==> src/rtl/pdtc_pkg.sv <==
// ----------------------------------------------------------------------------
// pdtc_pkg
// Shared widths, codes, coefficients, stage payload types and divide-by-ten
// helpers for the DIRECT-format telemetry converter.
// ----------------------------------------------------------------------------
package pdtc_pkg;

	localparam int FRAC_BITS_DEF = 16;

	localparam int Y_W        = 16;
	localparam int MODE_W     = 3;
	localparam int RS_W       = 12;
	localparam int K_W        = 14;
	localparam int VAL_W      = 32;
	localparam int STAT_W     = 2;
	localparam int CFG_IDX_W  = 1;
	localparam int CFG_DATA_W = 12;

	localparam int M_W   = 26;
	localparam int B_W   = 14;
	localparam int R_W   = 3;
	localparam int NUM_W = 27;
	localparam int MAG_W = 26;
	localparam int DEN_W = 22;
	localparam int REM_W = DEN_W + 1;
	localparam int Q_W   = 32;

	localparam int NORM_STAGES = 4;
	localparam int DIV_STEPS   = 2;
	localparam int DIV_STAGES  = Q_W / DIV_STEPS;

	localparam logic [CFG_IDX_W-1:0] CFG_CL_HIGH = 1'd0;
	localparam logic [CFG_IDX_W-1:0] CFG_RSENSE  = 1'd1;

	localparam logic [MODE_W-1:0] MODE_VIN  = 3'd0;
	localparam logic [MODE_W-1:0] MODE_VOUT = 3'd1;
	localparam logic [MODE_W-1:0] MODE_TEMP = 3'd2;
	localparam logic [MODE_W-1:0] MODE_IIN  = 3'd3;
	localparam logic [MODE_W-1:0] MODE_PIN  = 3'd4;

	typedef enum logic [STAT_W-1:0] {
		STAT_OK        = 2'd0,
		STAT_NO_RSENSE = 2'd1,
		STAT_SAT       = 2'd2
	} status_t;

	typedef enum logic [1:0] {
		KIND_CONV      = 2'd0,
		KIND_NO_RSENSE = 2'd1,
		KIND_UNUSED    = 2'd2
	} kind_t;

	// fixed coefficient sets
	localparam logic [M_W-1:0]        M_VOLT   = 26'd22070;
	localparam logic signed [B_W-1:0] B_VOLT   = -14'sd1800;
	localparam logic signed [R_W-1:0] R_VOLT   = -3'sd2;
	localparam logic [M_W-1:0]        M_TEMP   = 26'd16000;
	localparam logic signed [B_W-1:0] B_TEMP   = 14'sd0;
	localparam logic signed [R_W-1:0] R_TEMP   = -3'sd3;
	localparam logic signed [R_W-1:0] R_SCALED = -3'sd2;

	// sense-resistor scaled sets, slope is k * milliohms
	localparam logic [K_W-1:0]        K_IIN_LO = 14'd13661;
	localparam logic [K_W-1:0]        K_IIN_HI = 14'd6854;
	localparam logic [K_W-1:0]        K_PIN_LO = 14'd736;
	localparam logic [K_W-1:0]        K_PIN_HI = 14'd369;
	localparam logic signed [B_W-1:0] B_IIN_LO = -14'sd5200;
	localparam logic signed [B_W-1:0] B_IIN_HI = -14'sd3100;
	localparam logic signed [B_W-1:0] B_PIN_LO = -14'sd3300;
	localparam logic signed [B_W-1:0] B_PIN_HI = -14'sd1900;

	localparam logic [M_W-1:0] M_MAX = 26'd32767;

	localparam logic [VAL_W-1:0] VAL_MAX = 32'h7fff_ffff;
	localparam logic [VAL_W-1:0] VAL_MIN = 32'h8000_0000;

	// reciprocal constants for divide by ten
	localparam logic [M_W-1:0]   DIV10_K26 = 26'd53687092;
	localparam logic [B_W-2:0]   DIV10_K13 = 13'd6554;

	typedef struct packed {
		logic signed [Y_W-1:0] y;
		logic [M_W-1:0]        m;
		logic signed [B_W-1:0] b;
		logic signed [R_W-1:0] r;
		kind_t                 kind;
	} coef_t;

	typedef struct packed {
		logic signed [NUM_W-1:0] num;
		logic [DEN_W-1:0]        den;
		kind_t                   kind;
	} nd_t;

	typedef struct packed {
		logic [REM_W-1:0] rem;
		logic [Q_W-1:0]   acc;
		logic [DEN_W-1:0] den;
		logic             neg;
		logic             ovf;
		kind_t            kind;
	} dvs_t;

	// floor(x / 10), exact for x below 2^26
	function automatic logic [M_W-1:0] div10_u26(input logic [M_W-1:0] x);
		logic [2*M_W-1:0] p;
		p = {{M_W{1'b0}}, x} * {{M_W{1'b0}}, DIV10_K26};
		return {3'b000, p[2*M_W-1:29]};
	endfunction

	// floor(x / 10), exact for x below 2^13
	function automatic logic [B_W-2:0] div10_u13(input logic [B_W-2:0] x);
		logic [2*(B_W-1)-1:0] p;
		p = {{(B_W-1){1'b0}}, x} * {{(B_W-1){1'b0}}, DIV10_K13};
		return {3'b000, p[2*(B_W-1)-1:16]};
	endfunction

	// (b + 5) / 10 truncated toward zero
	function automatic logic signed [B_W-1:0] bdiv10(input logic signed [B_W-1:0] b);
		logic signed [B_W-1:0] t;
		logic signed [B_W-1:0] nt;
		logic [B_W-2:0]        mag;
		logic [B_W-2:0]        q;
		t   = b + 14'sd5;
		nt  = -t;
		mag = t[B_W-1] ? nt[B_W-2:0] : t[B_W-2:0];
		q   = div10_u13(mag);
		return t[B_W-1] ? -$signed({1'b0, q}) : $signed({1'b0, q});
	endfunction

endpackage

==> src/rtl/pdtc_div.sv <==
// ----------------------------------------------------------------------------
// pdtc_div
// Pipelined restoring divider on the magnitude, a fixed number of quotient
// bits per stage; quotient bits shift into the low dividend word.
// ----------------------------------------------------------------------------
module pdtc_div (
	input  logic              clk,
	input  logic              arst_n,
	input  logic              in_valid,
	output logic              in_ready,
	input  pdtc_pkg::dvs_t    in_data,
	output logic              out_valid,
	input  logic              out_ready,
	output pdtc_pkg::dvs_t    out_data
);
	import pdtc_pkg::*;

	localparam int LAST = DIV_STAGES - 1;

	dvs_t          dv_d [0:LAST];
	dvs_t          dv_s [0:LAST];
	logic [LAST:0] dv_vld_s;
	logic [LAST:0] stg_rdy;

	function automatic dvs_t div_step(input dvs_t x);
		dvs_t             o;
		logic [REM_W-1:0] sh;
		logic [REM_W-1:0] dz;
		o  = x;
		dz = {1'b0, x.den};
		sh = {x.rem[REM_W-2:0], x.acc[Q_W-1]};
		if (sh >= dz) begin
			o.rem = sh - dz;
			o.acc = {x.acc[Q_W-2:0], 1'b1};
		end else begin
			o.rem = sh;
			o.acc = {x.acc[Q_W-2:0], 1'b0};
		end
		return o;
	endfunction

	function automatic dvs_t stage_work(input dvs_t x);
		dvs_t t;
		t = x;
		for (int k = 0; k < DIV_STEPS; k++) begin
			t = div_step(t);
		end
		return t;
	endfunction

	assign dv_d[0] = stage_work(in_data);
	for (genvar i = 1; i <= LAST; i++) begin : g_stage
		assign dv_d[i] = stage_work(dv_s[i-1]);
	end

	always_comb begin
		stg_rdy[LAST] = !dv_vld_s[LAST] || out_ready;
		for (int i = LAST - 1; i >= 0; i--) begin
			stg_rdy[i] = !dv_vld_s[i] || stg_rdy[i+1];
		end
	end

	always_ff @(posedge clk or negedge arst_n) begin
		if (!arst_n) begin
			dv_vld_s <= '0;
		end else begin
			if (stg_rdy[0]) dv_vld_s[0] <= in_valid;
			for (int i = 1; i <= LAST; i++) begin
				if (stg_rdy[i]) dv_vld_s[i] <= dv_vld_s[i-1];
			end
		end
	end

	always_ff @(posedge clk) begin
		for (int i = 0; i <= LAST; i++) begin
			if (stg_rdy[i]) dv_s[i] <= dv_d[i];
		end
	end

	assign in_ready  = stg_rdy[0];
	assign out_valid = dv_vld_s[LAST];
	assign out_data  = dv_s[LAST];

endmodule

==> config.mk <==
export PLATFORM = sky130hd
export DESIGN_NAME = pdtc_div
export DESIGN_NICKNAME = d
export VERILOG_FILES = /design/src/rtl/pdtc_pkg.sv /design/src/rtl/pdtc_div.sv
export SDC_FILE = /design/constraint.sdc
export NUM_CORES = 2
export LEC_CHECK = 0
export ABC_CLOCK_PERIOD_IN_PS = 24100
export BUFFER_PORTS_ARGS = -buffer_cell sky130_fd_sc_hd__buf_2
export CAP_MARGIN = 20
export CORE_AREA = 10 10 462 464
export CTS_CLUSTER_DIAMETER = 50
export DETAILED_ROUTE_END_ITERATION = 10
export DIE_AREA = 0 0 472 474
export PLACE_DENSITY_LB_ADDON = 0.1
export SLEW_MARGIN = 25
export SYNTH_ARGS = -nofsm -noshare
export SYNTH_HDL_FRONTEND = slang
export SYNTH_SLANG_ARGS = --single-unit
==> constraint.sdc <==
create_clock -name clk -period 24.1 [get_ports clk]
set_clock_uncertainty 0.05 [all_clocks]
set_input_delay 7.23 -clock clk [delete_from_list [all_inputs] [get_ports clk]]
set_output_delay 7.23 -clock clk [all_outputs]
set_load 0.02 [all_outputs]
==> flow_metrics.py <==
metrics = {
    "synth": {
        "synth_most_common_cell": "edfxtp_1",
        "synth_top_area_share_pct": 47.4,
        "synth_fp_nets": 7959,
        "ys.flop_type": "edfxtp_1",
        "syn_avg_cell_area_um2": 11.4,
        "ys_seq_elements": 1297,
        "syn_area_um2": 81100,
        "yosys_warnings": 0,
        "synthTopCellsByArea": "edfxtp_1 (47%), ha_1 (11%), mux2_2 (6.1%)",
        "yosysSeqAreaShare_pct": 47.9,
        "synth_top_cell_by_area": "edfxtp_1",
        "async_flop_share_pct": 1.23,
        "yosys-top-cells-count": "edfxtp_1 (1281), ha_1 (704), inv_1 (554), a21oi_1 (544), mux2_2 (439)",
        "synthCells": 7138,
        "synth.distinct_cells": 103,
        "synth_edf_count": 1281,
    },
    "cells_and_area": {
        "area_growth_pct": 12.0,
        "drive_above_1_share_pct": 14.0,
        "fill_cells": 19100,
        "nets": 8178,
    },
    "sta": {
        "final-setup-viol-count": 0,
        "finalSetupTns_ns": 0,
        "max_freq_mhz": 54.5,
        "slew_headroom_pct": 33.2,
        "rsz0062_at_grt": "false",
        "period_share_pct": 76.2,
        "maxSlewViolCount": 0,
        "worst_pin_slew_ns": 1.00,
        "hold_violations": 0,
        "period_minus_slack_ns": 18.36,
    },
    "place": {
        "place_congestion": 0.891,
        "port_buffers": 166,
        "dpl.hpwl_um": 157000,
    },
    "floorplanning": {
        "die_area_um2": 224000,
        "io_pins": 168,
        "die_y_um": 474,
        "initial_core_util_pct": 39.8,
        "fp.dieW_um": 472,
        "rows": 166,
        "core_area_um2": 204000,
    },
    "routing": {
        "antenna_left": 0,
        "drt_iter0_drc": 4091,
        "drt_first_pass_iters": 8,
        "num_vias": 54800,
        "viasPerCell": 5.38,
        "routed_wl_um": 200000,
        "routedWlPerCell_um": 19.6,
        "drc": 0,
    },
    "clocking": {
        "cts_resized": 0,
        "clk_pin_slew_ns": 0.06,
        "cts_tree": "built",
        "clk-insertion-delay-late_ns": 0.81,
        "htreeDepth": 4,
        "clk_path_buf_depth": 3,
        "hold_buffers": 0,
        "cts_buffers": 179,
        "cts.sinks": 1297,
        "post-cts-setup-buffers": 0,
        "cts_root_buf": "clkbuf_16",
    },
    "worst_setup_path": {
        "startpoint": "out_ready",
        "start_kind": "input pin",
        "r2r-start": "dv_s[0][5]",
        "slowest_stage": "nor2_1",
        "cp.required_ns": 16.82,
        "endpoint_kind": "output pin",
        "crit_chain": "buf_2, nor2b_1, nand2_4, nor2_1, and2_1, and3_1, and3_1, nand3_4, nor2_1, nand4_1, buf_4, buf_2",
        "slowest_delay_ns": 0.61,
        "reg2reg_slack_ns": 16.55,
        "rr_worst_depth": 25,
        "crit_end": "in_ready",
        "arrival_ns": 11.08,
        "critical_path_class": "input pin to output pin",
        "worstPathMaxFanout": 30,
        "r2r_end": "dv_s[0][153]",
    },
    "global_route": {
        "grt.busiest_layer": "met2",
        "grt.overflow.total": 0,
        "grt_util_met3_pct": 2.47,
        "met2_usage_pct": 27.8,
        "met1_usage_pct": 24.7,
        "grt_pass1_vias": 53300,
        "antenna_found_initial": 12,
        "grt_pass1_wl_um": 309000,
        "grt_start_max_net_pins": 82,
        "grt_use_total_pct": 17.3,
    },
    "status": {
        "status": "completed",
    },
    "worst_hold_path": {
        "holdPathStages": 0,
        "hold_path_class": "flop to flop",
    },
    "run": {
        "max-cap-violations": 0,
    },
}
per-layer routing:
| metal | vias up | routed length (um) |
|---|---|---|
| li1 | 27100 | - |
| met1 | 26300 | 96300 |
| met2 | 1139 | 91000 |
| met3 | 221 | 8860 |
| met4 | 0 | 3990 |
| met5 | - | 0 |
critical path, delay by kind of cell:
family        cells  cell delay [ns]
buf+inv           3             0.56
simple gates      9             3.23
state kept, by name, indices dropped and copies added, names as in the netlist:
name      count
dv_s       1281
dv_vld_s     16
cell families (layout without fill, tap and decap cells):
family	count (synthesis)	after routing	share of synthesized area, %
and+or+nand+nor	1510	1510	9.02
xor gates and xnor gates	548	548	5.92
AOI/OAI and AO/OA	1801	1801	14.5
DFF	1297	1297	47.9
other	0	2	0
adders and majority gates	736	736	11.7
muxes	510	510	7.03
buffers and inverters	736	1097	3.96
layout make-up:
type                    instances  area [um2]  share of cell area, %
flip-flops and latches       1297       38900                   42.8
diodes                          2        5.00                0.00551
clock buffers                 198        4570                   5.03
repair buffers                217        1220                   1.35
well taps                    2688        3360                   3.70
multi-input cells            5105       39200                   43.2
inverters                     557        2100                   2.31
clock inverters               125        1490                   1.64
cell usage in the layout, fill, tap and decap left out, drive strengths merged, types with 217 or more instances in the layout:
cell type  synthesis  final
buf              141    217
a21oi            547    547
inv              557    587
a21o             246    246
ha               704    704
mux2             468    468
o21ai            364    364
nor2             439    439
nand2            357    357
edfxtp          1281   1281
xnor2            379    379
how the worst min path moves through the flow:
stage,from,endpoint,slack [ns]
finish,dv_s[0][513],dv_s[0][596],0.35
global route,dv_s[1][43],dv_s[1][126],0.36
CTS,dv_s[0][123],dv_s[0][206],0.36
detailed placement,dv_s[0][46],dv_s[0][129],0.35
global placement,dv_s[1][273],dv_s[1][356],0.35
floorplan,dv_s[0][26],dv_s[0][109],0.35
stage by stage:
step | std cells | instance area (um2) | worst slack (ns) | util [%] | hold WS [ns]
2_1_floorplan | 7138 | 81100 | 1.66 | - | 0.350
3_3_place_gp | 9864 | 84700 | 5.79 | 41.5 | 0.350
3_5_place_dp | 9864 | 84700 | 5.74 | 41.5 | 0.355
4_1_cts | 10200 | 90800 | 5.72 | 44.5 | 0.359
5_1_grt | 10200 | 90800 | 5.31 | 44.5 | 0.365
6_report | 10200 | 90800 | 5.74 | 44.5 | 0.353
Power is not shown: default switching activity piles up to over one toggle a cycle in this logic, so the estimate is an artifact.
