**src/rtl/pdtc_pkg.sv**
```systemverilog
// ----------------------------------------------------------------------------
// pdtc_pkg
// Shared widths, codes, coefficients, stage payload types and divide-by-ten
// helpers for the DIRECT-format telemetry converter.
// ----------------------------------------------------------------------------
package pdtc_pkg;

	localparam int FRAC_BITS_DEF = 16;

	localparam int Y_W        = 16;
	localparam int MODE_W     = 3;
	localparam int RS_W       = 12;
	localparam int K_W        = 14;
	localparam int VAL_W      = 32;
	localparam int STAT_W     = 2;
	localparam int CFG_IDX_W  = 1;
	localparam int CFG_DATA_W = 12;

	localparam int M_W   = 26;
	localparam int B_W   = 14;
	localparam int R_W   = 3;
	localparam int NUM_W = 27;
	localparam int MAG_W = 26;
	localparam int DEN_W = 22;
	localparam int REM_W = DEN_W + 1;
	localparam int Q_W   = 32;

	localparam int NORM_STAGES = 4;
	localparam int DIV_STEPS   = 2;
	localparam int DIV_STAGES  = Q_W / DIV_STEPS;

	localparam logic [CFG_IDX_W-1:0] CFG_CL_HIGH = 1'd0;
	localparam logic [CFG_IDX_W-1:0] CFG_RSENSE  = 1'd1;

	localparam logic [MODE_W-1:0] MODE_VIN  = 3'd0;
	localparam logic [MODE_W-1:0] MODE_VOUT = 3'd1;
	localparam logic [MODE_W-1:0] MODE_TEMP = 3'd2;
	localparam logic [MODE_W-1:0] MODE_IIN  = 3'd3;
	localparam logic [MODE_W-1:0] MODE_PIN  = 3'd4;

	typedef enum logic [STAT_W-1:0] {
		STAT_OK        = 2'd0,
		STAT_NO_RSENSE = 2'd1,
		STAT_SAT       = 2'd2
	} status_t;

	typedef enum logic [1:0] {
		KIND_CONV      = 2'd0,
		KIND_NO_RSENSE = 2'd1,
		KIND_UNUSED    = 2'd2
	} kind_t;

	// fixed coefficient sets
	localparam logic [M_W-1:0]        M_VOLT   = 26'd22070;
	localparam logic signed [B_W-1:0] B_VOLT   = -14'sd1800;
	localparam logic signed [R_W-1:0] R_VOLT   = -3'sd2;
	localparam logic [M_W-1:0]        M_TEMP   = 26'd16000;
	localparam logic signed [B_W-1:0] B_TEMP   = 14'sd0;
	localparam logic signed [R_W-1:0] R_TEMP   = -3'sd3;
	localparam logic signed [R_W-1:0] R_SCALED = -3'sd2;

	// sense-resistor scaled sets, slope is k * milliohms
	localparam logic [K_W-1:0]        K_IIN_LO = 14'd13661;
	localparam logic [K_W-1:0]        K_IIN_HI = 14'd6854;
	localparam logic [K_W-1:0]        K_PIN_LO = 14'd736;
	localparam logic [K_W-1:0]        K_PIN_HI = 14'd369;
	localparam logic signed [B_W-1:0] B_IIN_LO = -14'sd5200;
	localparam logic signed [B_W-1:0] B_IIN_HI = -14'sd3100;
	localparam logic signed [B_W-1:0] B_PIN_LO = -14'sd3300;
	localparam logic signed [B_W-1:0] B_PIN_HI = -14'sd1900;

	localparam logic [M_W-1:0] M_MAX = 26'd32767;

	localparam logic [VAL_W-1:0] VAL_MAX = 32'h7fff_ffff;
	localparam logic [VAL_W-1:0] VAL_MIN = 32'h8000_0000;

	// reciprocal constants for divide by ten
	localparam logic [M_W-1:0]   DIV10_K26 = 26'd53687092;
	localparam logic [B_W-2:0]   DIV10_K13 = 13'd6554;

	typedef struct packed {
		logic signed [Y_W-1:0] y;
		logic [M_W-1:0]        m;
		logic signed [B_W-1:0] b;
		logic signed [R_W-1:0] r;
		kind_t                 kind;
	} coef_t;

	typedef struct packed {
		logic signed [NUM_W-1:0] num;
		logic [DEN_W-1:0]        den;
		kind_t                   kind;
	} nd_t;

	typedef struct packed {
		logic [REM_W-1:0] rem;
		logic [Q_W-1:0]   acc;
		logic [DEN_W-1:0] den;
		logic             neg;
		logic             ovf;
		kind_t            kind;
	} dvs_t;

	// floor(x / 10), exact for x below 2^26
	function automatic logic [M_W-1:0] div10_u26(input logic [M_W-1:0] x);
		logic [2*M_W-1:0] p;
		p = {{M_W{1'b0}}, x} * {{M_W{1'b0}}, DIV10_K26};
		return {3'b000, p[2*M_W-1:29]};
	endfunction

	// floor(x / 10), exact for x below 2^13
	function automatic logic [B_W-2:0] div10_u13(input logic [B_W-2:0] x);
		logic [2*(B_W-1)-1:0] p;
		p = {{(B_W-1){1'b0}}, x} * {{(B_W-1){1'b0}}, DIV10_K13};
		return {3'b000, p[2*(B_W-1)-1:16]};
	endfunction

	// (b + 5) / 10 truncated toward zero
	function automatic logic signed [B_W-1:0] bdiv10(input logic signed [B_W-1:0] b);
		logic signed [B_W-1:0] t;
		logic signed [B_W-1:0] nt;
		logic [B_W-2:0]        mag;
		logic [B_W-2:0]        q;
		t   = b + 14'sd5;
		nt  = -t;
		mag = t[B_W-1] ? nt[B_W-2:0] : t[B_W-2:0];
		q   = div10_u13(mag);
		return t[B_W-1] ? -$signed({1'b0, q}) : $signed({1'b0, q});
	endfunction

endpackage

```
**src/rtl/pdtc_coef.sv**
```systemverilog
// ----------------------------------------------------------------------------
// pdtc_coef
// Coefficient select with the slope multiply, then one register stage per
// normalization step (slope and offset divided by ten while slope > 32767).
// ----------------------------------------------------------------------------
module pdtc_coef (
	input  logic                          clk,
	input  logic                          arst_n,
	input  logic                          cl_high,
	input  logic [pdtc_pkg::RS_W-1:0]     rsense,
	input  logic                          in_valid,
	output logic                          in_ready,
	input  logic [pdtc_pkg::MODE_W-1:0]   in_mode,
	input  logic signed [pdtc_pkg::Y_W-1:0] in_y,
	output logic                          out_valid,
	input  logic                          out_ready,
	output pdtc_pkg::coef_t               out_data
);
	import pdtc_pkg::*;

	localparam int LAST = NORM_STAGES;

	logic [K_W-1:0]   k_sel;
	logic [M_W-1:0]   slope;
	coef_t            sel_d;
	coef_t            cf_d [0:LAST];
	coef_t            cf_s [0:LAST];
	logic [LAST:0]    cf_vld_s;
	logic [LAST:0]    stg_rdy;

	function automatic coef_t norm_step(input coef_t c);
		coef_t o;
		o = c;
		if (c.m > M_MAX) begin
			o.m = div10_u26(c.m + 26'd5);
			o.b = bdiv10(c.b);
			o.r = c.r + 3'sd1;
		end
		return o;
	endfunction

	always_comb begin
		if (in_mode == MODE_PIN) begin
			k_sel = cl_high ? K_PIN_HI : K_PIN_LO;
		end else begin
			k_sel = cl_high ? K_IIN_HI : K_IIN_LO;
		end
	end

	assign slope = M_W'(k_sel) * M_W'(rsense);

	always_comb begin
		sel_d      = '0;
		sel_d.y    = in_y;
		sel_d.r    = R_SCALED;
		sel_d.kind = KIND_CONV;
		unique case (in_mode)
			MODE_VIN, MODE_VOUT: begin
				sel_d.m = M_VOLT;
				sel_d.b = B_VOLT;
				sel_d.r = R_VOLT;
			end
			MODE_TEMP: begin
				sel_d.m = M_TEMP;
				sel_d.b = B_TEMP;
				sel_d.r = R_TEMP;
			end
			MODE_IIN: begin
				sel_d.m = slope;
				sel_d.b = cl_high ? B_IIN_HI : B_IIN_LO;
				if (rsense == '0) sel_d.kind = KIND_NO_RSENSE;
			end
			MODE_PIN: begin
				sel_d.m = slope;
				sel_d.b = cl_high ? B_PIN_HI : B_PIN_LO;
				if (rsense == '0) sel_d.kind = KIND_NO_RSENSE;
			end
			default: begin
				sel_d.kind = KIND_UNUSED;
			end
		endcase
	end

	assign cf_d[0] = sel_d;
	for (genvar i = 1; i <= LAST; i++) begin : g_norm
		assign cf_d[i] = norm_step(cf_s[i-1]);
	end

	always_comb begin
		stg_rdy[LAST] = !cf_vld_s[LAST] || out_ready;
		for (int i = LAST - 1; i >= 0; i--) begin
			stg_rdy[i] = !cf_vld_s[i] || stg_rdy[i+1];
		end
	end

	always_ff @(posedge clk or negedge arst_n) begin
		if (!arst_n) begin
			cf_vld_s <= '0;
		end else begin
			if (stg_rdy[0]) cf_vld_s[0] <= in_valid;
			for (int i = 1; i <= LAST; i++) begin
				if (stg_rdy[i]) cf_vld_s[i] <= cf_vld_s[i-1];
			end
		end
	end

	always_ff @(posedge clk) begin
		for (int i = 0; i <= LAST; i++) begin
			if (stg_rdy[i]) cf_s[i] <= cf_d[i];
		end
	end

	assign in_ready  = stg_rdy[0];
	assign out_valid = cf_vld_s[LAST];
	assign out_data  = cf_s[LAST];

endmodule

```
**config.mk**
```make
export PLATFORM = sky130hd
export DESIGN_NAME = pdtc_coef
export DESIGN_NICKNAME = d
export VERILOG_FILES = /design/src/rtl/pdtc_pkg.sv /design/src/rtl/pdtc_coef.sv
export SDC_FILE = /design/constraint.sdc
export NUM_CORES = 2
export LEC_CHECK = 0
export ABC_AREA = 1
export BUFFER_PORTS_ARGS = -buffer_cell sky130_fd_sc_hd__clkbuf_2
export CAP_MARGIN = 20
export CORE_ASPECT_RATIO = 1.5
export CORE_MARGIN = 3
export CORE_UTILIZATION = 40
export DETAILED_ROUTE_END_ITERATION = 10
export PLACE_DENSITY_LB_ADDON = 0.1
export SLEW_MARGIN = 20
export SYNTH_ARGS = -nofsm -noshare
export SYNTH_HDL_FRONTEND = slang
export SYNTH_SLANG_ARGS = --single-unit
```
**constraint.sdc**
```tcl
create_clock -name clk -period 8.95 [get_ports clk]
set_clock_uncertainty 0.2 [all_clocks]
set_input_delay 1.79 -clock clk [delete_from_list [all_inputs] [get_ports clk]]
set_output_delay 1.79 -clock clk [all_outputs]
set_load 0.05 [all_outputs]
```
==> run summary <==
Largest delay share family, worst path - adder cells
Main synth FF type - edfxtp_1
htree depth - 2
CTS max path bufs - 3
routed vias/inst - 4.91
Slew HR - 32.5%
setup TNS - 0 ns
die area - 210,000 um^2
RSZ-0062 raised after global routing - no
Post-Synthesis Cell Area - 81,900 um^2
Core Rows - 202
vias after detailed routing - 60,700
CTS Hold Bufs - 0
Yosys cell types - 65
Area Growth Syn to Fin - 6.53%
GRT overflow - 0
fin. max-slew vios - 0
wire length of the first global-routing pass - 388,000 um
Total GRT Usage - 24.2%
maxcap violations - 0
Root Buffer Master - clkbuf_16
Post-DP HPWL - 229,000 um
CP max stage delay - 0.54 ns
Worst EP required - 9.12 ns
Post-DRT Antenna Nets - 0
Avg Inst Size Synth - 8.61 um^2
r2r setup slk - 0.40 ns
CP max-delay cell - fa_1
synth top area cells - fa_1, ha_1, inv_1
WP buf/inv - 9
CTS buffer count - 38
Critical Path AT - 8.72 ns
Final setup viols - 0
WL/cell - 20.4 um
fmax - 0.117 GHz
I/O pin total - 99
largest net degree at the start of global routing - 62
status - finished, final reports clean
Post-Syn Instances - 9,512
largest area contributor in the netlist - fa_1
origin of the worst setup path - cf_s[0][20]$_DFFE_PP_
Worst-path clk slew - 0.06 ns
register area share after synthesis - 11.2%
Min-Delay Path Class - register to register
clock latency on the worst-skew pair - 0.62 ns
drt total wl - 252,000 um
number of remaining DRC errors - 0
CTS tree - done
Final Hold Vio Count - 0
antenna violations before repair - 6
minimum clock period - 8.55 ns
ys async rst share - 1.64%
share of layout cells above drive strength 1 - 4.29%
# nets final - 12,500
die width - 375 um
endpoint type of the worst setup path - register
Post-synth EDFFs - 300
Startpoint Class - register
Final Cycle Share - 95.5%
worst slew pin tran - 1.00 ns
Yosys warnings - 0
GP Congestion - 0.930
CTS Sinks - 305
area of the core - 203,000 um^2
DRT iter0 DRCs - 2,617
DRT Pass-1 Iters - 6
crit-path max FO - 7
Initial Utilization - 40.4%
Buffers on Ports - 98
#FFs+latches synth - 305
share of the synthesized area in the top cell type - 30.6%
hold_sp - cf_s[0][234]$_DFFE_PP_
Die H - 560 um
Reg-to-Reg Start - cf_s[0][20]$_DFFE_PP_
crit path kind - register to register
vias in the first global route - 66,600
## cells in the mapped netlist, types with 33 or more instances
library cell  number
nor2_1           537
ha_1            1524
nand3_1          254
clkbuf_1          33
xnor2_1           89
edfxtp_1         300
nand2_1         1271
a31oi_1           38
nand4_1           66
nor3_1            80
a21oi_1          332
a21o_1            60
o21ai_0          293
buf_4             61
xor2_1           174
fa_1            1253
inv_1           2812
## cells in the final DEF, fill, tap and decap left out, drive strengths merged, types with 27 or more instances in the layout
master / instances
a21o: 60
a21oi: 332
a31oi: 38
buf: 123
clkbuf: 139
edfxtp: 300
fa: 1253
ha: 1524
inv: 2830
nand2: 1284
nand3: 259
nand3b: 27
nand4: 72
nor2: 564
nor3: 95
nor4: 28
o21ai: 306
o21bai: 32
xnor2: 89
xor2: 183
## final timing paths
check,to,cells past startpoint
worst max-delay path,cf_s[0][83]$_DFFE_PP_,32
worst min-delay path,cf_s[0][295]$_DFFE_PP_,0
worst max register to register,cf_s[0][83]$_DFFE_PP_,32
worst min register to register,cf_s[0][295]$_DFFE_PP_,0
max in group asynchronous,cf_vld_s[4]$_DFFE_PN0P_,1
min in group asynchronous,cf_vld_s[0]$_DFFE_PN0P_,1
## cell families (layout without fill, tap and decap cells)
kind of cell	count (synthesis)	in the layout	synth area share, %
AND/OR/NAND/NOR	2378	2378	12.4
adder cells (fa/ha/maj)	2777	2777	53.9
AO/OA/AOI/OAI	843	843	5.78
buffers and inverters	2936	3118	13.8
other	1	14	0.00458
XOR/XNOR	272	272	2.99
flip-flops	305	305	11.2
## routing by layer
metal / vias up / global-route usage (%) / wire length [um]
li1: 29400 / - / -
met1: 30000 / 26.0 / 92800
met2: 963 / 48.4 / 141000
met4: 2 / 10.3 / 12800
met5: - / 0 / 13
met3: 365 / 1.25 / 5170
## cell type report
| type | instances | area (um^2) |
|---|---|---|
| clock buffer | 41 | 962 |
| multi-input combinational | 6282 | 61600 |
| sequential | 305 | 9130 |
| inverter | 2828 | 10600 |
| antenna | 2 | 5.00 |
| tap | 2652 | 3320 |
| timing repair buffer | 221 | 1410 |
| clock inverter | 28 | 224 |
| fill | 20700 | 115000 |
## worst register-to-register path: cells and delay by family, from the launching register on
family	cells	cell delay, ns
XOR/XNOR	1	0.18
flip-flops	1	0.51
adder cells (fa/ha/maj)	8	3.88
AO/OA/AOI/OAI	4	1.14
AND/OR/NAND/NOR	10	1.44
buffers and inverters	9	0.92
## flip-flops by register name, indices dropped and copies added (netlist names)
name / flops
cf_vld_s: 5
cf_s: 300
## repair_timing
item                                    in CTS  in global routing
buffers inserted                             0                  0
resized for setup                            0                  7
endpoints found under the setup margin       0                 14
## stage by stage
stage	instances	hold WS (ns)	worst slack [ns]	cell area (um^2)	util, %
3_5_place_dp	12300	0.205	0.271	86000	42.4
4_1_cts	12400	0.214	0.310	87200	43.0
5_1_grt	12400	0.219	0.0115	87300	43.0
2_1_floorplan	9523	0.200	0.0654	82000	-
3_3_place_gp	12300	0.201	0.314	86000	42.4
6_report	12400	0.214	0.401	87300	43.0
Power is not shown: default switching activity piles up to over one toggle a cycle in this logic, so the estimate is an artifact.
