<file path="src/rtl/pdtc_pkg.sv">
// ----------------------------------------------------------------------------
// pdtc_pkg
// Shared widths, codes, coefficients, stage payload types and divide-by-ten
// helpers for the DIRECT-format telemetry converter.
// ----------------------------------------------------------------------------
package pdtc_pkg;

	localparam int FRAC_BITS_DEF = 16;

	localparam int Y_W        = 16;
	localparam int MODE_W     = 3;
	localparam int RS_W       = 12;
	localparam int K_W        = 14;
	localparam int VAL_W      = 32;
	localparam int STAT_W     = 2;
	localparam int CFG_IDX_W  = 1;
	localparam int CFG_DATA_W = 12;

	localparam int M_W   = 26;
	localparam int B_W   = 14;
	localparam int R_W   = 3;
	localparam int NUM_W = 27;
	localparam int MAG_W = 26;
	localparam int DEN_W = 22;
	localparam int REM_W = DEN_W + 1;
	localparam int Q_W   = 32;

	localparam int NORM_STAGES = 4;
	localparam int DIV_STEPS   = 2;
	localparam int DIV_STAGES  = Q_W / DIV_STEPS;

	localparam logic [CFG_IDX_W-1:0] CFG_CL_HIGH = 1'd0;
	localparam logic [CFG_IDX_W-1:0] CFG_RSENSE  = 1'd1;

	localparam logic [MODE_W-1:0] MODE_VIN  = 3'd0;
	localparam logic [MODE_W-1:0] MODE_VOUT = 3'd1;
	localparam logic [MODE_W-1:0] MODE_TEMP = 3'd2;
	localparam logic [MODE_W-1:0] MODE_IIN  = 3'd3;
	localparam logic [MODE_W-1:0] MODE_PIN  = 3'd4;

	typedef enum logic [STAT_W-1:0] {
		STAT_OK        = 2'd0,
		STAT_NO_RSENSE = 2'd1,
		STAT_SAT       = 2'd2
	} status_t;

	typedef enum logic [1:0] {
		KIND_CONV      = 2'd0,
		KIND_NO_RSENSE = 2'd1,
		KIND_UNUSED    = 2'd2
	} kind_t;

	// fixed coefficient sets
	localparam logic [M_W-1:0]        M_VOLT   = 26'd22070;
	localparam logic signed [B_W-1:0] B_VOLT   = -14'sd1800;
	localparam logic signed [R_W-1:0] R_VOLT   = -3'sd2;
	localparam logic [M_W-1:0]        M_TEMP   = 26'd16000;
	localparam logic signed [B_W-1:0] B_TEMP   = 14'sd0;
	localparam logic signed [R_W-1:0] R_TEMP   = -3'sd3;
	localparam logic signed [R_W-1:0] R_SCALED = -3'sd2;

	// sense-resistor scaled sets, slope is k * milliohms
	localparam logic [K_W-1:0]        K_IIN_LO = 14'd13661;
	localparam logic [K_W-1:0]        K_IIN_HI = 14'd6854;
	localparam logic [K_W-1:0]        K_PIN_LO = 14'd736;
	localparam logic [K_W-1:0]        K_PIN_HI = 14'd369;
	localparam logic signed [B_W-1:0] B_IIN_LO = -14'sd5200;
	localparam logic signed [B_W-1:0] B_IIN_HI = -14'sd3100;
	localparam logic signed [B_W-1:0] B_PIN_LO = -14'sd3300;
	localparam logic signed [B_W-1:0] B_PIN_HI = -14'sd1900;

	localparam logic [M_W-1:0] M_MAX = 26'd32767;

	localparam logic [VAL_W-1:0] VAL_MAX = 32'h7fff_ffff;
	localparam logic [VAL_W-1:0] VAL_MIN = 32'h8000_0000;

	// reciprocal constants for divide by ten
	localparam logic [M_W-1:0]   DIV10_K26 = 26'd53687092;
	localparam logic [B_W-2:0]   DIV10_K13 = 13'd6554;

	typedef struct packed {
		logic signed [Y_W-1:0] y;
		logic [M_W-1:0]        m;
		logic signed [B_W-1:0] b;
		logic signed [R_W-1:0] r;
		kind_t                 kind;
	} coef_t;

	typedef struct packed {
		logic signed [NUM_W-1:0] num;
		logic [DEN_W-1:0]        den;
		kind_t                   kind;
	} nd_t;

	typedef struct packed {
		logic [REM_W-1:0] rem;
		logic [Q_W-1:0]   acc;
		logic [DEN_W-1:0] den;
		logic             neg;
		logic             ovf;
		kind_t            kind;
	} dvs_t;

	// floor(x / 10), exact for x below 2^26
	function automatic logic [M_W-1:0] div10_u26(input logic [M_W-1:0] x);
		logic [2*M_W-1:0] p;
		p = {{M_W{1'b0}}, x} * {{M_W{1'b0}}, DIV10_K26};
		return {3'b000, p[2*M_W-1:29]};
	endfunction

	// floor(x / 10), exact for x below 2^13
	function automatic logic [B_W-2:0] div10_u13(input logic [B_W-2:0] x);
		logic [2*(B_W-1)-1:0] p;
		p = {{(B_W-1){1'b0}}, x} * {{(B_W-1){1'b0}}, DIV10_K13};
		return {3'b000, p[2*(B_W-1)-1:16]};
	endfunction

	// (b + 5) / 10 truncated toward zero
	function automatic logic signed [B_W-1:0] bdiv10(input logic signed [B_W-1:0] b);
		logic signed [B_W-1:0] t;
		logic signed [B_W-1:0] nt;
		logic [B_W-2:0]        mag;
		logic [B_W-2:0]        q;
		t   = b + 14'sd5;
		nt  = -t;
		mag = t[B_W-1] ? nt[B_W-2:0] : t[B_W-2:0];
		q   = div10_u13(mag);
		return t[B_W-1] ? -$signed({1'b0, q}) : $signed({1'b0, q});
	endfunction

endpackage

</file>
<file path="src/rtl/pdtc_num.sv">
// ----------------------------------------------------------------------------
// pdtc_num
// Builds numerator and denominator from the decimal exponent, then takes the
// magnitude, scales it by the fraction bits and checks quotient overflow.
// ----------------------------------------------------------------------------
module pdtc_num #(
	parameter int FRAC_BITS = pdtc_pkg::FRAC_BITS_DEF
) (
	input  logic              clk,
	input  logic              arst_n,
	input  logic              in_valid,
	output logic              in_ready,
	input  pdtc_pkg::coef_t   in_data,
	output logic              out_valid,
	input  logic              out_ready,
	output pdtc_pkg::dvs_t    out_data
);
	import pdtc_pkg::*;

	localparam int DVD_W = MAG_W + FRAC_BITS;

	nd_t                     nd_d;
	nd_t                     nd_s1;
	logic                    nd_vld_s1;
	dvs_t                    dv_d;
	dvs_t                    dv_s2;
	logic                    dv_vld_s2;
	logic                    rdy1;
	logic                    rdy2;

	logic signed [NUM_W-1:0] ys;
	logic signed [NUM_W-1:0] bs;
	logic [DEN_W-1:0]        mden;
	logic signed [NUM_W-1:0] absn;
	logic [MAG_W-1:0]        mag;
	logic [DVD_W-1:0]        dvd;
	logic [REM_W-1:0]        hi;
	logic                    ovf;

	// stage 1: num = y*10^-r - b, den = m for r <= 0; num = y - b*10^r, den = m*10^r
	always_comb begin
		ys          = NUM_W'(in_data.y);
		bs          = NUM_W'(in_data.b);
		mden        = DEN_W'(in_data.m);
		nd_d.kind   = in_data.kind;
		nd_d.den    = mden;
		unique case (in_data.r)
			-3'sd3:  nd_d.num = ys * 27'sd1000 - bs;
			-3'sd2:  nd_d.num = ys * 27'sd100 - bs;
			-3'sd1:  nd_d.num = ys * 27'sd10 - bs;
			3'sd1: begin
				nd_d.num = ys - bs * 27'sd10;
				nd_d.den = mden * 22'd10;
			end
			3'sd2: begin
				nd_d.num = ys - bs * 27'sd100;
				nd_d.den = mden * 22'd100;
			end
			default: nd_d.num = ys - bs;
		endcase
	end

	// stage 2: magnitude, fraction scaling, overflow when quotient needs 33+ bits
	always_comb begin
		absn = nd_s1.num[NUM_W-1] ? -nd_s1.num : nd_s1.num;
		mag  = absn[MAG_W-1:0];
		dvd  = {mag, {FRAC_BITS{1'b0}}};
		hi   = REM_W'(dvd >> Q_W);
		ovf  = hi >= {1'b0, nd_s1.den};

		dv_d.rem  = ovf ? '0 : hi;
		dv_d.acc  = dvd[Q_W-1:0];
		dv_d.den  = nd_s1.den;
		dv_d.neg  = nd_s1.num[NUM_W-1];
		dv_d.ovf  = ovf;
		dv_d.kind = nd_s1.kind;
	end

	assign rdy2 = !dv_vld_s2 || out_ready;
	assign rdy1 = !nd_vld_s1 || rdy2;

	always_ff @(posedge clk or negedge arst_n) begin
		if (!arst_n) begin
			nd_vld_s1 <= 1'b0;
			dv_vld_s2 <= 1'b0;
		end else begin
			if (rdy1) nd_vld_s1 <= in_valid;
			if (rdy2) dv_vld_s2 <= nd_vld_s1;
		end
	end

	always_ff @(posedge clk) begin
		if (rdy1) nd_s1 <= nd_d;
		if (rdy2) dv_s2 <= dv_d;
	end

	assign in_ready  = rdy1;
	assign out_valid = dv_vld_s2;
	assign out_data  = dv_s2;

endmodule

</file>
<file path="config.mk">
export PLATFORM = sky130hd
export DESIGN_NAME = pdtc_num
export DESIGN_NICKNAME = d
export VERILOG_FILES = /design/src/rtl/pdtc_pkg.sv /design/src/rtl/pdtc_num.sv
export SDC_FILE = /design/constraint.sdc
export NUM_CORES = 1
export LEC_CHECK = 0
export BUFFER_PORTS_ARGS = -buffer_cell sky130_fd_sc_hd__clkbuf_2
export CORE_UTILIZATION = 60
export DETAILED_ROUTE_END_ITERATION = 12
export GPL_ROUTABILITY_DRIVEN = 0
export PLACE_DENSITY_LB_ADDON = 0.1
export SLEW_MARGIN = 10
export SYNTH_ARGS = -nofsm -noshare
export SYNTH_HDL_FRONTEND = slang
export SYNTH_SLANG_ARGS = --single-unit
</file>
<file path="constraint.sdc">
create_clock -name clk -period 4.4 [get_ports clk]
set_input_delay 0.88 -clock clk [delete_from_list [all_inputs] [get_ports clk]]
set_output_delay 0.88 -clock clk [all_outputs]
set_load 0.03 [all_outputs]
</file>
==> impl_metrics.py <==
metrics = {
    "setup_path": {
        "path_class": "in2reg",
        "slowest_delay_ns": 0.57,
        "cp.required_ns": 4.54,
        "crit_buf_inv": 4,
        "path_max_fanout": 4,
        "crit_path_start_kind": "primary input",
        "crit_family": "adder cells",
        "slowest_stage": "fa_1",
        "end_kind": "flip-flop",
        "critPathMostFrequentCell": "fa_1",
        "crit_arrival_ns": 6.53,
    },
    "placed_design": {
        "io_buffer_count": 114,
        "placed_area_um2": 24700,
        "dp_hpwl_um": 48600,
        "placedCellCount": 3290,
        "dp_slack_ns": -2.38,
    },
    "die": {
        "coreArea_um2": 32800,
        "pin_count": 148,
        "start_util_pct": 61.6,
        "die_y_um": 185,
        "design.die.area_um2": 34400,
        "die_x_um": 185,
        "row_count": 66,
    },
    "sta": {
        "fmax_mhz": 156,
        "slew_headroom_pct": 52.4,
        "report.final.slew_viol_count": 0,
        "worst_pin_slew_ns": 0.715,
        "clock_skew_ns": 0.0159,
        "post-route-period-util_pct": 145,
        "finalWorstSetupSlack_ns": -1.99,
        "fin_crit_ns": 6.39,
        "rsz0062_at_grt": "true",
        "final-setup-viol-count": 17,
        "holdWs_ns": 0.289,
        "hold_viol": 0,
    },
    "clock_network": {
        "htreeDepth": 3,
        "ctsLongestPathBuffers": 2,
        "insertion_delay_ns": 0.37,
        "clockRootBuffer": "clkbuf_16",
        "numClockSinks": 105,
        "cts_tree": "yes",
        "cts_buffers": 9,
        "clk_pin_slew_worst_paths_ns": 0.09,
    },
    "cells_and_area": {
        "area_growth_syn_to_layout_pct": 29.0,
        "stdcell_count": 3326,
        "layout.nets": 3451,
        "layout_commonest_cell": "buf_4",
        "fillers": 2137,
        "n_antenna_cell": 0,
        "multi_input_area_um2": 16500,
        "final_cell_mix": "buf_4 (469), ha_1 (383), inv_1 (316)",
        "seq_area_um2": 3140,
        "final_cell_area_um2": 26100,
        "drive_gt1_share_pct": 26.6,
    },
    "yosys": {
        "synth-seq-cells": 105,
        "yosysWarnings": 0,
        "synth_edf_count": 103,
        "yosysSeqAreaShare_pct": 15.6,
        "async_flop_share_pct": 1.90,
        "synthesis.area_um2": 20200,
        "synth.distinct_cells": 81,
        "postSynthAreaPerCell_um2": 8.79,
        "synth_cells": 2296,
        "yosys_most_used_dff": "edfxtp_1",
    },
    "min_path": {
        "hp-class": "in2async",
    },
    "outcome": {
        "violations": "setup timing",
        "outcome": "finished, violations left",
    },
    "global_route": {
        "antenna_found_initial": 0,
        "grt_overflow": 0,
        "grt_pass1_vias": 19500,
        "gr-usage-all-layers_pct": 34.6,
        "grt_first_pass_wirelength_um": 94200,
        "grt_max_degree": 53,
    },
    "power": {
        "p_per_area_nw_per_um2": 755,
        "peakVddDrop_mv": 0.711,
        "p_leak_nw": 13.1,
    },
    "drt": {
        "firstDrtPassIters": 5,
        "viasPerCell": 5.84,
        "wl_um": 59400,
        "avgRoutedWirePerCell_um": 17.9,
        "route.detailed.drc": 0,
        "drt_iter0_drc": 1351,
        "vias": 19400,
        "ant_nets": 0,
    },
    "job": {
        "drv_cap": 0,
    },
}
-- metal layers --
| layer | global-route usage [%] | wire, um | share of wire, % | vias to the layer above |
|---|---|---|---|---|
| met2 | 61.6 | 29000 | 49 | 712 |
| met3 | 4.27 | 4200 | 7.1 | 149 |
| li1 | - | - | - | 9257 |
| met4 | 10.9 | 1870 | 3.1 | 0 |
| met5 | 0 | 0 | 0 | - |
| met1 | 43.2 | 24400 | 41 | 9310 |
-- final timing paths --
path / slack (ns) / endpoint / depth (start not counted) / start
min reg2reg: 0.44 / out_data[0] / 0 / dv_d[0]
min in group clk: 0.44 / out_data[0] / 0 / dv_d[0]
min: 0.29 / nd_vld_s1 / 1 / arst_n
max reg2reg: 0.11 / out_data[2] / 15 / nd_s1[31]
max in group asynchronous: 4.01 / out_valid / 1 / arst_n
max: -1.99 / dv_d[3] / 27 / in_data[54]
-- worst reg2reg max path, cell delays in order (launching register included) --
cell and delay, ns:
edfxtp_1 0.43, or4_4 0.57, or4_4 0.51, nand2b_4 0.18, o31a_1 0.26, xor2_1 0.22
ha_1 0.28, a21o_1 0.18, a21o_1 0.18, a21o_1 0.17, a21o_1 0.17, a21o_1 0.17
a211o_1 0.30, and3_1 0.18, o21ai_1 0.14, a21oi_1 0.09
-- synth_stat cells (all sizes together), types with 6 or more instances --
master | n | area share (%)
buf | 30 | 1.1
o21ai | 114 | 2.8
and2 | 9 | 0.28
xnor2 | 162 | 7.0
ha | 402 | 25
fa | 105 | 10
mux2i | 6 | 0.30
nor2b | 41 | 1.3
or3 | 16 | 0.50
inv | 327 | 6.1
nand3 | 38 | 0.94
nor3 | 38 | 0.94
o21bai | 15 | 0.56
a221o | 7 | 0.35
nor4 | 9 | 0.35
o221ai | 8 | 0.38
o2111ai | 10 | 0.43
a21oi | 144 | 3.6
a21boi | 9 | 0.33
clkbuf | 26 | 0.48
a211oi | 18 | 0.67
nand2 | 116 | 2.2
xor2 | 71 | 3.1
a31oi | 24 | 0.74
or4 | 9 | 0.39
a22oi | 16 | 0.59
o31a | 9 | 0.39
a21o | 71 | 2.6
o22ai | 19 | 0.59
edfxtp | 103 | 15
o31ai | 14 | 0.61
nand4 | 10 | 0.31
o21a | 28 | 1.0
o211ai | 14 | 0.52
nor2 | 118 | 2.2
and3 | 16 | 0.50
a211o | 11 | 0.48
a41oi | 6 | 0.26
nand2b | 36 | 1.2
-- layout make-up --
type	count	share of cell area (%)
multi-input combinational	1835	63.2
timing repair buffer	600	16.7
inverter	328	4.74
clock buffer	9	0.864
sequential	105	12.1
tap	442	2.12
clock inverter	7	0.327
-- stage by stage --
step	utilization [%]	power (mW)	setup TNS [ns]
5_1_grt	79.5	21.0	-29.36
6_report	79.5	19.7	-27.03
3_5_place_dp	75.5	15.9	-35.66
2_1_floorplan	-	10.5	-19.77
3_3_place_gp	75.5	15.4	-33.46
4_1_cts	78.1	18.3	-24.11
-- logic make-up (layout without fill, tap and decap cells) --
logic type | count (synthesis) | after routing | synth area share [%]
compound gates | 582 | 582 | 19.1
xor+xnor | 233 | 233 | 10.1
fa+ha+maj | 507 | 507 | 35.3
buf+inv | 384 | 944 | 7.68
flops | 105 | 105 | 15.6
mux | 7 | 7 | 0.353
other cells | 1 | 29 | 0.0186
simple gates | 477 | 477 | 11.8
-- flip-flops by register name (all words and copies together), names as in the netlist --
signal     count
dv_d          25
nd_s1         26
nd_vld_s1      1
out_data      52
out_valid      1
-- report_power, final --
group | total, mW | internal (mW) | leakage (nW) | switching [mW]
combinational | 17.1 | 8.60 | 11.9 | 8.48
clock | 0.820 | 0.405 | 0.146 | 0.415
sequential | 1.78 | 1.53 | 1.08 | 0.242
-- timing repair --
action                                  4_1_cts  5_1_grt
hold buffers                                  0        0
endpoints found under the setup margin       20       32
pin swaps                                    67       42
buffers inserted                             11       14
gates resized for setup                      88       72
gates cloned                                  0        0
Power figures use the tool's default switching activity.
